===== src/rtl/core/overwriting_history_fifo_core_defines.svh =====
// Assertion helpers for the history FIFO.
`ifndef OVERWRITING_HISTORY_FIFO_CORE_DEFINES_SVH
`define OVERWRITING_HISTORY_FIFO_CORE_DEFINES_SVH

// Property that must hold at every edge outside reset.
`define OHF_ASSERT_HOLDS(lbl, clk, rstn, prop, msg) \
  lbl: assert property (@(posedge clk) disable iff (!rstn) (prop)) else $error(msg);

// Antecedent in one cycle implies the consequent in the next.
`define OHF_ASSERT_NEXT(lbl, clk, rstn, ante, cons, msg) \
  lbl: assert property (@(posedge clk) disable iff (!rstn) (ante) |=> (cons)) else $error(msg);

`endif


===== src/rtl/core/ohf_pkg.sv =====
`timescale 1ns / 1ps
`default_nettype none

package ohf_pkg;

  localparam int MODE_W      = 2;
  localparam int DATA_W      = 64;
  localparam int COUNT_W     = 5;
  localparam int MAX_RESULTS = 16;

  // operation codes carried in the mode field
  localparam logic [MODE_W-1:0] MODE_PUSH   = 2'd0;
  localparam logic [MODE_W-1:0] MODE_POP    = 2'd1;
  localparam logic [MODE_W-1:0] MODE_REPLAY = 2'd2;

  typedef struct packed {
    logic [MODE_W-1:0]  mode;
    logic [DATA_W-1:0]  entry_data;
    logic [COUNT_W-1:0] replay_count;
  } ohf_in_t;

  typedef struct packed {
    logic [DATA_W-1:0]  out_data;
    logic               refused;
    logic               dropped_oldest;
    logic               last_of_run;
    logic [COUNT_W-1:0] fill_level;
  } ohf_out_t;

  // controller to datapath
  typedef struct packed {
    logic push;       // store the item, give a direct result
    logic pop;        // read oldest, advance
    logic rep_setup;  // load replay pointer with the first slot
    logic rep_read;   // read at replay pointer, advance it
    logic rd_last;    // this read ends the run
    logic refuse;     // give a refusal result
  } ohf_cmd_t;

  // datapath to controller
  typedef struct packed {
    logic               op_push;
    logic               op_pop_ok;
    logic               op_replay_ok;
    logic [COUNT_W-1:0] replay_n;
    logic               rd_pend;
  } ohf_status_t;

endpackage

`default_nettype wire


===== src/rtl/core/ohf_ctrl.sv =====
`timescale 1ns / 1ps
`default_nettype none

module ohf_ctrl (
  input  wire                  clk_i,
  input  wire                  rst_ni,
  input  wire                  start,
  output logic                 busy,
  input  ohf_pkg::ohf_status_t status_i,
  output ohf_pkg::ohf_cmd_t    cmd_o
);
  import ohf_pkg::*;

  typedef enum logic [1:0] {
    ST_IDLE,
    ST_REPLAY,
    ST_DRAIN
  } state_e;

  state_e             state_q, state_d;
  logic [COUNT_W-1:0] rem_q, rem_d;
  logic               accept;

  assign accept = start && (state_q == ST_IDLE);
  assign busy   = (state_q != ST_IDLE);

  // command decode and next state
  always_comb begin
    cmd_o   = '0;
    state_d = state_q;
    rem_d   = rem_q;
    unique case (state_q)
      ST_IDLE: begin
        if (accept) begin
          priority if (status_i.op_push) begin
            cmd_o.push = 1'b1;
          end else if (status_i.op_pop_ok) begin
            cmd_o.pop     = 1'b1;
            cmd_o.rd_last = 1'b1;
            state_d       = ST_DRAIN;
          end else if (status_i.op_replay_ok) begin
            cmd_o.rep_setup = 1'b1;
            rem_d           = status_i.replay_n;
            state_d         = ST_REPLAY;
          end else begin
            cmd_o.refuse = 1'b1;
          end
        end
      end
      ST_REPLAY: begin
        cmd_o.rep_read = 1'b1;
        cmd_o.rd_last  = (rem_q == COUNT_W'(1));
        rem_d          = rem_q - COUNT_W'(1);
        if (rem_q == COUNT_W'(1)) begin
          state_d = ST_DRAIN;
        end
      end
      ST_DRAIN: begin
        // last read data goes to the result register this cycle
        state_d = ST_IDLE;
      end
      default: begin
        state_d = ST_IDLE;
      end
    endcase
  end

  always_ff @(posedge clk_i or negedge rst_ni) begin
    if (!rst_ni) begin
      state_q <= ST_IDLE;
      rem_q   <= '0;
    end else begin
      state_q <= state_d;
      rem_q   <= rem_d;
    end
  end

endmodule

`default_nettype wire


===== src/rtl/core/ohf_dpath.sv =====
`timescale 1ns / 1ps
`default_nettype none

module ohf_dpath #(
  parameter int DEPTH      = 16,
  parameter int ENTRY_BITS = 64
) (
  input  wire                  clk_i,
  input  wire                  rst_ni,
  input  ohf_pkg::ohf_in_t     in_i,
  input  ohf_pkg::ohf_cmd_t    cmd_i,
  output ohf_pkg::ohf_status_t status_o,
  output ohf_pkg::ohf_out_t    res_o,
  output logic                 res_valid_o
);
  import ohf_pkg::*;

  localparam int AW   = $clog2(DEPTH);
  localparam int CW   = $clog2(DEPTH + 1);
  localparam int CMPW = (CW > COUNT_W) ? CW : COUNT_W;

  // slot arithmetic: sums stay below twice the depth
  function automatic logic [AW-1:0] wrap(input logic [AW:0] sum);
    logic [AW:0] red;
    red = (sum >= (AW+1)'(DEPTH)) ? sum - (AW+1)'(DEPTH) : sum;
    return red[AW-1:0];
  endfunction

  function automatic logic [AW-1:0] inc(input logic [AW-1:0] idx);
    return (idx == AW'(DEPTH - 1)) ? '0 : idx + AW'(1);
  endfunction

  logic [ENTRY_BITS-1:0] mem [DEPTH];

  logic [AW-1:0]         oldest_q, oldest_d;
  logic [CW-1:0]         count_q, count_d;
  logic [AW-1:0]         rp_q;
  logic [ENTRY_BITS-1:0] rd_data_q;
  logic                  rd_valid_q, rd_last_q;
  ohf_out_t              res_q, res_d;
  logic                  res_valid_q;

  logic                  full, empty;
  logic [AW-1:0]         wr_addr, rd_addr, first_slot;
  logic [CW-1:0]         keep_n;
  logic                  direct;

  assign full  = (count_q == CW'(DEPTH));
  assign empty = (count_q == '0);

  // status for the controller
  assign status_o.op_push      = (in_i.mode == MODE_PUSH);
  assign status_o.op_pop_ok    = (in_i.mode == MODE_POP) && !empty;
  assign status_o.op_replay_ok = (in_i.mode == MODE_REPLAY)
                               && (in_i.replay_count != '0)
                               && (CMPW'(in_i.replay_count) <= CMPW'(count_q))
                               && (in_i.replay_count <= COUNT_W'(MAX_RESULTS));
  assign status_o.replay_n     = in_i.replay_count;
  assign status_o.rd_pend      = rd_valid_q;

  // addresses
  assign wr_addr    = wrap({1'b0, oldest_q} + (AW+1)'(count_q));
  assign keep_n     = count_q - CW'(in_i.replay_count);
  assign first_slot = wrap({1'b0, oldest_q} + (AW+1)'(keep_n));
  assign rd_addr    = cmd_i.pop ? oldest_q : rp_q;

  // pointer and fill updates
  always_comb begin
    oldest_d = oldest_q;
    count_d  = count_q;
    if (cmd_i.push) begin
      if (full) begin
        oldest_d = inc(oldest_q);
      end else begin
        count_d = count_q + CW'(1);
      end
    end else if (cmd_i.pop) begin
      oldest_d = inc(oldest_q);
      count_d  = count_q - CW'(1);
    end
  end

  // result register input
  assign direct = cmd_i.push || cmd_i.refuse;
  always_comb begin
    res_d = res_q;
    if (direct) begin
      res_d.out_data       = '0;
      res_d.refused        = cmd_i.refuse;
      res_d.dropped_oldest = cmd_i.push && full;
      res_d.last_of_run    = 1'b1;
      res_d.fill_level     = COUNT_W'(count_d);
    end else if (rd_valid_q) begin
      res_d.out_data       = DATA_W'(rd_data_q);
      res_d.refused        = 1'b0;
      res_d.dropped_oldest = 1'b0;
      res_d.last_of_run    = rd_last_q;
      res_d.fill_level     = COUNT_W'(count_q);
    end
  end

  // entry store, read data and payload registers
  always_ff @(posedge clk_i) begin
    if (cmd_i.push) begin
      mem[wr_addr] <= in_i.entry_data[ENTRY_BITS-1:0];
    end
    if (cmd_i.pop || cmd_i.rep_read) begin
      rd_data_q <= mem[rd_addr];
    end
    if (cmd_i.rep_setup) begin
      rp_q <= first_slot;
    end else if (cmd_i.rep_read) begin
      rp_q <= inc(rp_q);
    end
    res_q <= res_d;
  end

  // control state
  always_ff @(posedge clk_i or negedge rst_ni) begin
    if (!rst_ni) begin
      oldest_q    <= '0;
      count_q     <= '0;
      rd_valid_q  <= 1'b0;
      rd_last_q   <= 1'b0;
      res_valid_q <= 1'b0;
    end else begin
      oldest_q    <= oldest_d;
      count_q     <= count_d;
      rd_valid_q  <= cmd_i.pop || cmd_i.rep_read;
      rd_last_q   <= cmd_i.rd_last;
      res_valid_q <= direct || rd_valid_q;
    end
  end

  assign res_o       = res_q;
  assign res_valid_o = res_valid_q;

endmodule

`default_nettype wire


===== src/rtl/core/overwriting_history_fifo_core.sv =====
// Channel    Handshake                 Payload          Direction
// request    start high, busy low      in_i (ohf_in_t)  in
// result     res_valid_o, one cycle    res_o (ohf_out_t) out
//
// Push and refusals: result in the cycle after acceptance, busy stays low,
// so one item per cycle. Pop and replay of N (N results, back to back):
// busy stays high until the last result appears; each result goes through
// the registered read data of the single read port of the entry store and
// then the result register; replay first loads its read pointer.
// Reset empties the FIFO at once; store contents stay undefined until written.
// The receiver cannot stall: every result is shown for exactly one cycle.
`timescale 1ns / 1ps
`default_nettype none
`include "overwriting_history_fifo_core_defines.svh"

module overwriting_history_fifo_core #(
  parameter int DEPTH      = 16,
  parameter int ENTRY_BITS = 64
) (
  input  wire               clk_i,
  input  wire               rst_ni,
  input  wire               start,
  output logic              busy,
  input  ohf_pkg::ohf_in_t  in_i,
  output ohf_pkg::ohf_out_t res_o,
  output logic              res_valid_o
);
  import ohf_pkg::*;

  ohf_cmd_t    cmd;
  ohf_status_t status;

  ohf_ctrl u_ctrl (
    .clk_i    (clk_i),
    .rst_ni   (rst_ni),
    .start    (start),
    .busy     (busy),
    .status_i (status),
    .cmd_o    (cmd)
  );

  ohf_dpath #(
    .DEPTH      (DEPTH),
    .ENTRY_BITS (ENTRY_BITS)
  ) u_dpath (
    .clk_i       (clk_i),
    .rst_ni      (rst_ni),
    .in_i        (in_i),
    .cmd_i       (cmd),
    .status_o    (status),
    .res_o       (res_o),
    .res_valid_o (res_valid_o)
  );

  // direct results never collide with a pending read
  `OHF_ASSERT_HOLDS(a_no_collision, clk_i, rst_ni, !((cmd.push || cmd.refuse) && status.rd_pend), "direct result collides with read data")

  // an accepted item either gives a result next cycle or keeps the block busy
  `OHF_ASSERT_NEXT(a_accept_progress, clk_i, rst_ni, start && !busy, res_valid_o || busy, "accepted item neither answered nor in progress")

  // refusals carry zero data and close their run
  `OHF_ASSERT_HOLDS(a_refuse_form, clk_i, rst_ni, !(res_valid_o && res_o.refused) || (res_o.out_data == '0 && res_o.last_of_run), "malformed refusal")

  // replay results come back to back until the last
  `OHF_ASSERT_NEXT(a_run_contiguous, clk_i, rst_ni, res_valid_o && !res_o.last_of_run, res_valid_o, "gap inside a replay run")

endmodule

`default_nettype wire

===== config.mk =====
export PLATFORM = sky130hd
export DESIGN_NAME = overwriting_history_fifo_core
export DESIGN_NICKNAME = d
export VERILOG_FILES = /design/src/rtl/core/ohf_pkg.sv /design/src/rtl/core/ohf_ctrl.sv /design/src/rtl/core/ohf_dpath.sv /design/src/rtl/core/overwriting_history_fifo_core.sv
export VERILOG_INCLUDE_DIRS = /design/src /design/src/rtl/core
export SDC_FILE = /design/constraint.sdc
export NUM_CORES = 2
export LEC_CHECK = 0
export BUFFER_PORTS_ARGS = -buffer_cell sky130_fd_sc_hd__buf_2
export CORE_MARGIN = 1
export CORE_UTILIZATION = 45
export DETAILED_ROUTE_END_ITERATION = 12
export PLACE_DENSITY_LB_ADDON = 0.25
export SLEW_MARGIN = 25
export SYNTH_ARGS = -nofsm -noshare
export SYNTH_HDL_FRONTEND = slang
export SYNTH_SLANG_ARGS = --single-unit

===== constraint.sdc =====
create_clock -name clk_i -period 9.35 [get_ports clk_i]
set_input_delay 0 -clock clk_i [delete_from_list [all_inputs] [get_ports clk_i]]
set_output_delay 0 -clock clk_i [all_outputs]
set_load 0.005 [all_outputs]

=== Word level (Yosys, flattened, before mapping) ===
Memories as Yosys holds them, arrays and structs flattened. A register that Yosys moved wholly into a read port is not among the register bits.
Cells that the tools add are included.

* Bits in registers: 95
* Memory bits (writable): 1024
* Output and inout bits: 74
* Memories kept: 1

* Add/subtract/negate cells: 10
* Magnitude comparators: 4
* Equality and inequality tests: 14
* Multiplexer cells: 42
* Reductions and logical operators: 22

{| class="wikitable"
|+ Memories
! memory !! depth !! bits a word !! read ports !! clocked after Yosys merged registers in !! write ports !! line !! RTL
|-
| u_dpath.mem || 16 || 64 || 1 || 1 || 1 || ohf_dpath.sv:33 || <nowiki>logic [ENTRY_BITS-1:0] mem [DEPTH];</nowiki>
|}

{| class="wikitable"
|+ Operators by type and width
! cell !! number
|-
| 4-bit 2-to-1 mux || 10
|-
| 5-bit 2-to-1 mux || 7
|-
| 2-bit 2-to-1 mux || 8
|-
| 8-bit 2-to-1 mux || 2
|-
| 4-bit by 5-bit adder with 5-bit output || 2
|-
| 5-bit >= comparator (second input constant) || 2
|-
| 1-bit 2-to-1 mux || 10
|-
| 5-bit one-hot mux with 2 select lines || 1
|-
| 2-bit nonzero test || 5
|-
| 5-bit by 1-bit subtractor with 5-bit output (second input constant) || 2
|-
| 4-bit by 1-bit adder with 4-bit output (second input constant) || 2
|-
| 4-bit equality test (second input constant) || 2
|-
| 2-bit inequality test (second input constant) || 4
|-
| 4-bit by 1-bit subtractor with 4-bit output (second input constant) || 2
|-
| 1-bit logical AND || 6
|-
| 3-bit 2-to-1 mux || 2
|-
| 5-bit by 1-bit adder with 5-bit output (second input constant) || 1
|-
| 5-bit by 1-bit equality test with 1-bit output (second input constant) || 1
|-
| 5-bit equality test (second input constant) || 1
|-
| 5-bit <= comparator || 1
|-
| 5-bit <= comparator (second input constant) || 1
|-
| 5-bit zero test || 1
|-
| 5-bit AND reduction || 1
|-
| 5-bit nonzero test || 1
|-
| other kinds (12) || 17
|}

=== Depth between registers and ports, before layout ===
* Depth after elaboration: 12
* Depth in mapped cells: 11

=== Hierarchy ===
A second synthesis with hierarchy kept.

* Cells, all modules: 2515
* Area total of the unflattened synthesis: 45175.8 um2

{| class="wikitable"
|+ Modules (own cells, without submodules)
! module !! instances !! cells an instance !! area each (um2)
|-
| ohf_dpath || 1 || 2457 || 44681.6
|-
| ohf_ctrl || 1 || 58 || 494.2
|}

=== Worst setup path before layout ===
No wires, ideal clock.

* Path kind: reg-to-reg
* Start point: register u_ctrl.state_q[1]
* End point: memory u_dpath.mem[0][0], enable pin
* Data arrival time: 7.521 ns
* Required time: 8.706 ns
* Slack: 1.185 ns
* Stages on the path, launching flop included: 6
* Buffers on the path: 2
* Period minus slack after synthesis: 8.165 ns
* Cell sequence: dfrtp_1 > or3b_1 > buf_2 > or3_1 > clkbuf_1 > nor4_1

* Cells in the longest elaborated chain, start to end: 6

{| class="wikitable"
|+ RTL lines
! item !! line !! RTL
|-
| start: declaration || ohf_ctrl.sv:20 || <nowiki>state_e state_q, state_d;</nowiki>
|-
| start signal: assignment || ohf_ctrl.sv:73 || <nowiki>state_q <= state_d;</nowiki>
|-
| 2-bit zero test (*) || ohf_ctrl.sv:24, ohf_ctrl.sv:32 ||
|-
| 1-bit logical AND || ohf_ctrl.sv:24 || <nowiki>assign accept = start && (state_q == ST_IDLE);</nowiki>
|-
| 3-bit 2-to-1 mux || ohf_ctrl.sv:34 || <nowiki>if (accept) begin</nowiki>
|-
| 3-bit 2-to-1 mux (*) || ohf_ctrl.sv:32 || <nowiki>unique case (state_q)</nowiki>
|-
| 1-bit 2-to-1 mux (*) || ohf_dpath.sv:104 || <nowiki>if (cmd_i.push) begin</nowiki>
|-
| 1-bit 2-to-1 mux (implied by the code) (*) || ohf_dpath.sv:105 || <nowiki>mem[wr_addr] <= in_i.entry_data[ENTRY_BITS-1:0];</nowiki>
|-
| end: declaration || ohf_dpath.sv:33 ||
|}

Every way passes the cells marked *; elsewhere a longest branch is shown, timed or not.

=== Final worst setup path ===
* Start point: register u_dpath.count_q[1]
* End point: register u_dpath.rd_data_q[48], read port of u_dpath.mem, data pin

* Cells in the longest elaborated chain, start to end: 8

{| class="wikitable"
|+ RTL lines
! item !! line !! RTL
|-
| start: declaration || ohf_dpath.sv:36 || <nowiki>logic [CW-1:0] count_q, count_d;</nowiki>
|-
| start signal: assignment || ohf_dpath.sv:128 || <nowiki>count_q <= count_d;</nowiki>
|-
| 5-bit zero test (*) || ohf_dpath.sv:49 || <nowiki>assign empty = (count_q == '0);</nowiki>
|-
| 1-bit zero test (*) || ohf_dpath.sv:53 || <nowiki>assign status_o.op_pop_ok = (in_i.mode == MODE_POP) && !empty;</nowiki>
|-
| 1-bit logical AND (*) || ohf_dpath.sv:53 ||
|-
| 1-bit 2-to-1 mux (*) || ohf_ctrl.sv:37 || <nowiki>end else if (status_i.op_pop_ok) begin</nowiki>
|-
| 2-bit 2-to-1 mux (*) || ohf_ctrl.sv:35 || <nowiki>priority if (status_i.op_push) begin</nowiki>
|-
| 3-bit 2-to-1 mux (*) || ohf_ctrl.sv:34 ||
|-
| 3-bit 2-to-1 mux (*) || ohf_ctrl.sv:32 ||
|-
| 4-bit 2-to-1 mux or 1-bit logical OR (tied branches) || ohf_dpath.sv:65, ohf_dpath.sv:107 ||
|-
| end: declaration || ohf_dpath.sv:38 || <nowiki>logic [ENTRY_BITS-1:0] rd_data_q;</nowiki>
|}

Marks and branches as above.
A chain may end at the register's enable or synchronous reset.

==> results.txt <==
I/O Buffers -> 147
Fraction of synthesized area in multiplexers -> 0.1291
# hold bufs at CTS -> 76
Critical path type -> reg2reg
Top fanout value on the critical path -> 59
Die Height -> 318.5 um
Clock Tree Buf Depth -> 3
Synth Area in Simple Gates -> 0.02703
Async SR Flop Fraction -> 0.01606
Warnings, synthesis -> 0
Die width -> 318.5 um
Initial DRC Count -> 2108
Final period utilization -> 0.5023
Reg2reg start -> u_dpath.count_q[1]
Layout fillers -> 7722
Fraction of layout cells with a size suffix above 1 -> 0.1455
Post-Synth Adder-Cell Area -> 0.007605
Top Ports -> 148
TritonCTS buffer count -> 115
Cell area after synthesis -> 45080 sq um
RePlAce Congestion -> 0.7668
Syn_area_per_cell -> 18.12 sq um
Ordered cell list for the critical path -> inv_1 > ha_1 > nor4b_1 > nor4b_4 > buf_4 > mux2i_4 > buf_4 > buf_4 > mux2i_1 > o22ai_1 > or4_1
Critical Path RT -> 9.76 ns
Worst reg2reg endpoint -> u_dpath.rd_data_q[48]
Worst hold path type -> in2reg
Commonest non-fill, non-tap cell in the layout -> edfxtp_1
CP Capture Point -> u_dpath.rd_data_q[48]
Final Skew -> 0.03451 ns
Post-route worst setup slack -> 4.653 ns
H-tree depth -> 3
Unique cell type count in the Yosys netlist -> 55
Remaining DRCs -> 0
# setup viols final -> 0
Worst EP arrival -> 5.11 ns
Area delta synth->final -> 15.17%
Routed Antenna Nets -> 0
Syn_nets -> 2587
DIE AREA -> 101400 sq um
GRT Resource Usage Total -> 0.2093
Worst path most repeated cell -> buf_4
Largest net degree at the start of global routing -> 131
Most frequent cells in the layout -> 1099 x edfxtp_1, 576 x mux2i_1, 257 x o22ai_1
Vias in the first global route -> 23560
Sequential share of the synthesized area -> 0.7715
PwrDens -> 291.8 nW/um^2
CP max stage delay -> 0.84 ns
Final count of hold timing violations -> 0
Worst Setup End Kind -> flip-flop
R2R cell count -> 11
Site Rows -> 115
Period minus WS final -> 4.697 ns
Core Util, Final -> 0.5252
Least-Margin Pin Slew -> 1.106 ns
Gr ovfl total -> 0
Crit start category -> flip-flop
Post-synth EDFFs -> 1099
Compound-Gate Fraction of Synth Area -> 0.04544
Final Max Slew Viols -> 0
Via count -> 23710
CTS tree -> done
Largest family of logic cells by synthesized area -> multiplexers
Gate Count Post-Synth -> 2488
CTS clk-pin slew, worst paths -> 0.07 ns
Total core area -> 98850 sq um
Initial antenna violation count -> 8
Final HPWL DP -> 53850 um
Lkg Pwr -> 18.58 nW
DR pass1 iterations -> 8
Final net count -> 2853
Root Buffer Master -> clkbuf_16
Setup TNS -> 0 ns
Max frequency -> 0.2129 GHz
CTS Sinks -> 1183
Main synth FF type -> edfxtp_1
Status -> completed
Initial Util -> 0.4560
Synth Area in XOR/XNOR -> 0.002914
CP max-delay cell -> buf_4
WL/cell -> 25.95 um
Postcts setup bufs -> 0
Final WL -> 107500 um
Reported max-cap violation count -> 0
Rel. slew slack -> 0.2630
Post-CTS Resized -> 0
#FFs+latches synth -> 1183
Worst reg2reg setup slack -> 4.65 ns
RSZ-0062 raised after global routing -> no
First-pass GRT wire length -> 155400 um
Max VDD drop -> 0.2000 mV
Dpl ws -> 4.673 ns
Vias per inst -> 5.725
Crit path launch -> u_dpath.count_q[1]
PnR Total Power -> 15.15 mW
Clk_lat worst skew -> 0.69 ns
[power breakdown]
group / leakage, nW / internal [mW] / total [mW] / switching [mW]
Sequential: 10.7 / 6.48 / 6.83 / 0.347
Clock: 1.80 / 2.57 / 4.48 / 1.91
Combinational: 6.07 / 1.52 / 3.85 / 2.32
Total: 18.6 / 10.6 / 15.2 / 4.58
[state kept, by name (all words and copies together), names as in the netlist]
register / flops
u_dpath.mem: 1024
u_dpath.res_o: 72
u_dpath.rd_data_q: 64
u_ctrl.rem_q: 5
u_dpath.count_q: 5
u_dpath.oldest_q: 4
u_dpath.rp_q: 4
u_ctrl.state_q: 2
u_dpath.rd_last_q: 1
u_dpath.rd_valid_q: 1
u_dpath.res_valid_o: 1
[cell usage after synthesis, types with 5 or more instances]
cell / n / area (sq um)
clkbuf_1: 46 / 172.7
dfxtp_1: 65 / 1301
dfrtp_1: 19 / 475.5
xnor2_1: 10 / 87.58
mux2i_1: 577 / 5776
nor3_1: 7 / 35.03
or4_1: 64 / 480.5
nand2_1: 20 / 75.07
a21oi_1: 6 / 30.03
xor2_1: 5 / 43.79
buf_2: 57 / 285.3
buf_4: 19 / 142.6
and2_1: 7 / 43.79
nor2_1: 87 / 326.6
buf_1: 6 / 22.52
nor4_1: 9 / 56.30
inv_1: 20 / 75.07
o21ai_0: 11 / 55.05
nand3_1: 9 / 45.04
ha_1: 21 / 262.8
edfxtp_1: 1099 / 33000
o22ai_1: 257 / 1608
a21o_1: 5 / 37.54
[worst max-delay path, delay by kind of cell (launching register included)]
kind                       cells  cell delay (ns)
buffers and inverters          4             1.72
adders and majority gates      1             0.20
muxes                          2             0.57
AOI/OAI and AO/OA              1             0.10
DFF                            1             0.48
and+or+nand+nor                3             1.29
[how the worst min path moves through the flow]
stage | startpoint | endpoint | slack (ns) | cells past startpoint
global placement | rst_ni | u_ctrl.rem_q[4] | -0.02 | 1
finish | in_i[3] | u_ctrl.rem_q[3] | 0.21 | 3
floorplan | rst_ni | u_ctrl.rem_q[0] | -0.30 | 0
global route | in_i[3] | u_ctrl.rem_q[3] | 0.20 | 3
CTS | in_i[3] | u_ctrl.rem_q[3] | 0.16 | 3
detailed placement | rst_ni | u_dpath.count_q[4] | -0.007 | 1
[cells by family after synthesis]
group / after synthesis
flops: 1183
mux: 581
compound gates: 310
simple gates: 221
buf+inv: 153
fa+ha+maj: 25
xor+xnor: 15
[through the flow]
stage	instances	area [sq um]	hold slack [ns]
3_3_place_gp	3845	47430	-0.01696
5_1_grt	4141	51920	0.2017
4_1_cts	4138	51900	0.1610
2_1_floorplan	2488	45080	-0.2956
3_5_place_dp	3847	47470	-0.006691
6_report	4141	51920	0.2065
[final cells by class]
type | count | area, sq um | area share
Tap cell | 1287 | 1610 | 0.03102
Clock buffer | 142 | 3019 | 0.05815
Inverter | 22 | 82.58 | 0.001591
Antenna cell | 2 | 5.005 | 0.00009640
Multi-Input combinational cell | 1152 | 9783 | 0.1884
Timing Repair Buffer | 280 | 1984 | 0.03822
Clock inverter | 73 | 649.4 | 0.01251
Sequential cell | 1183 | 34780 | 0.6700
[routing by layer]
layer  part of all wire  wire, um  track usage  vias to the layer above
met4              0.021      2296      0.05786                       10
met1               0.43     46220       0.2886                    12200
met2               0.48     51760       0.3439                      784
li1                   -         -            -                    10540
met5            0.00053        57            0                        -
met3              0.066      7136      0.03472                      174
No activity file was read; power rests on OpenSTA's default activity.
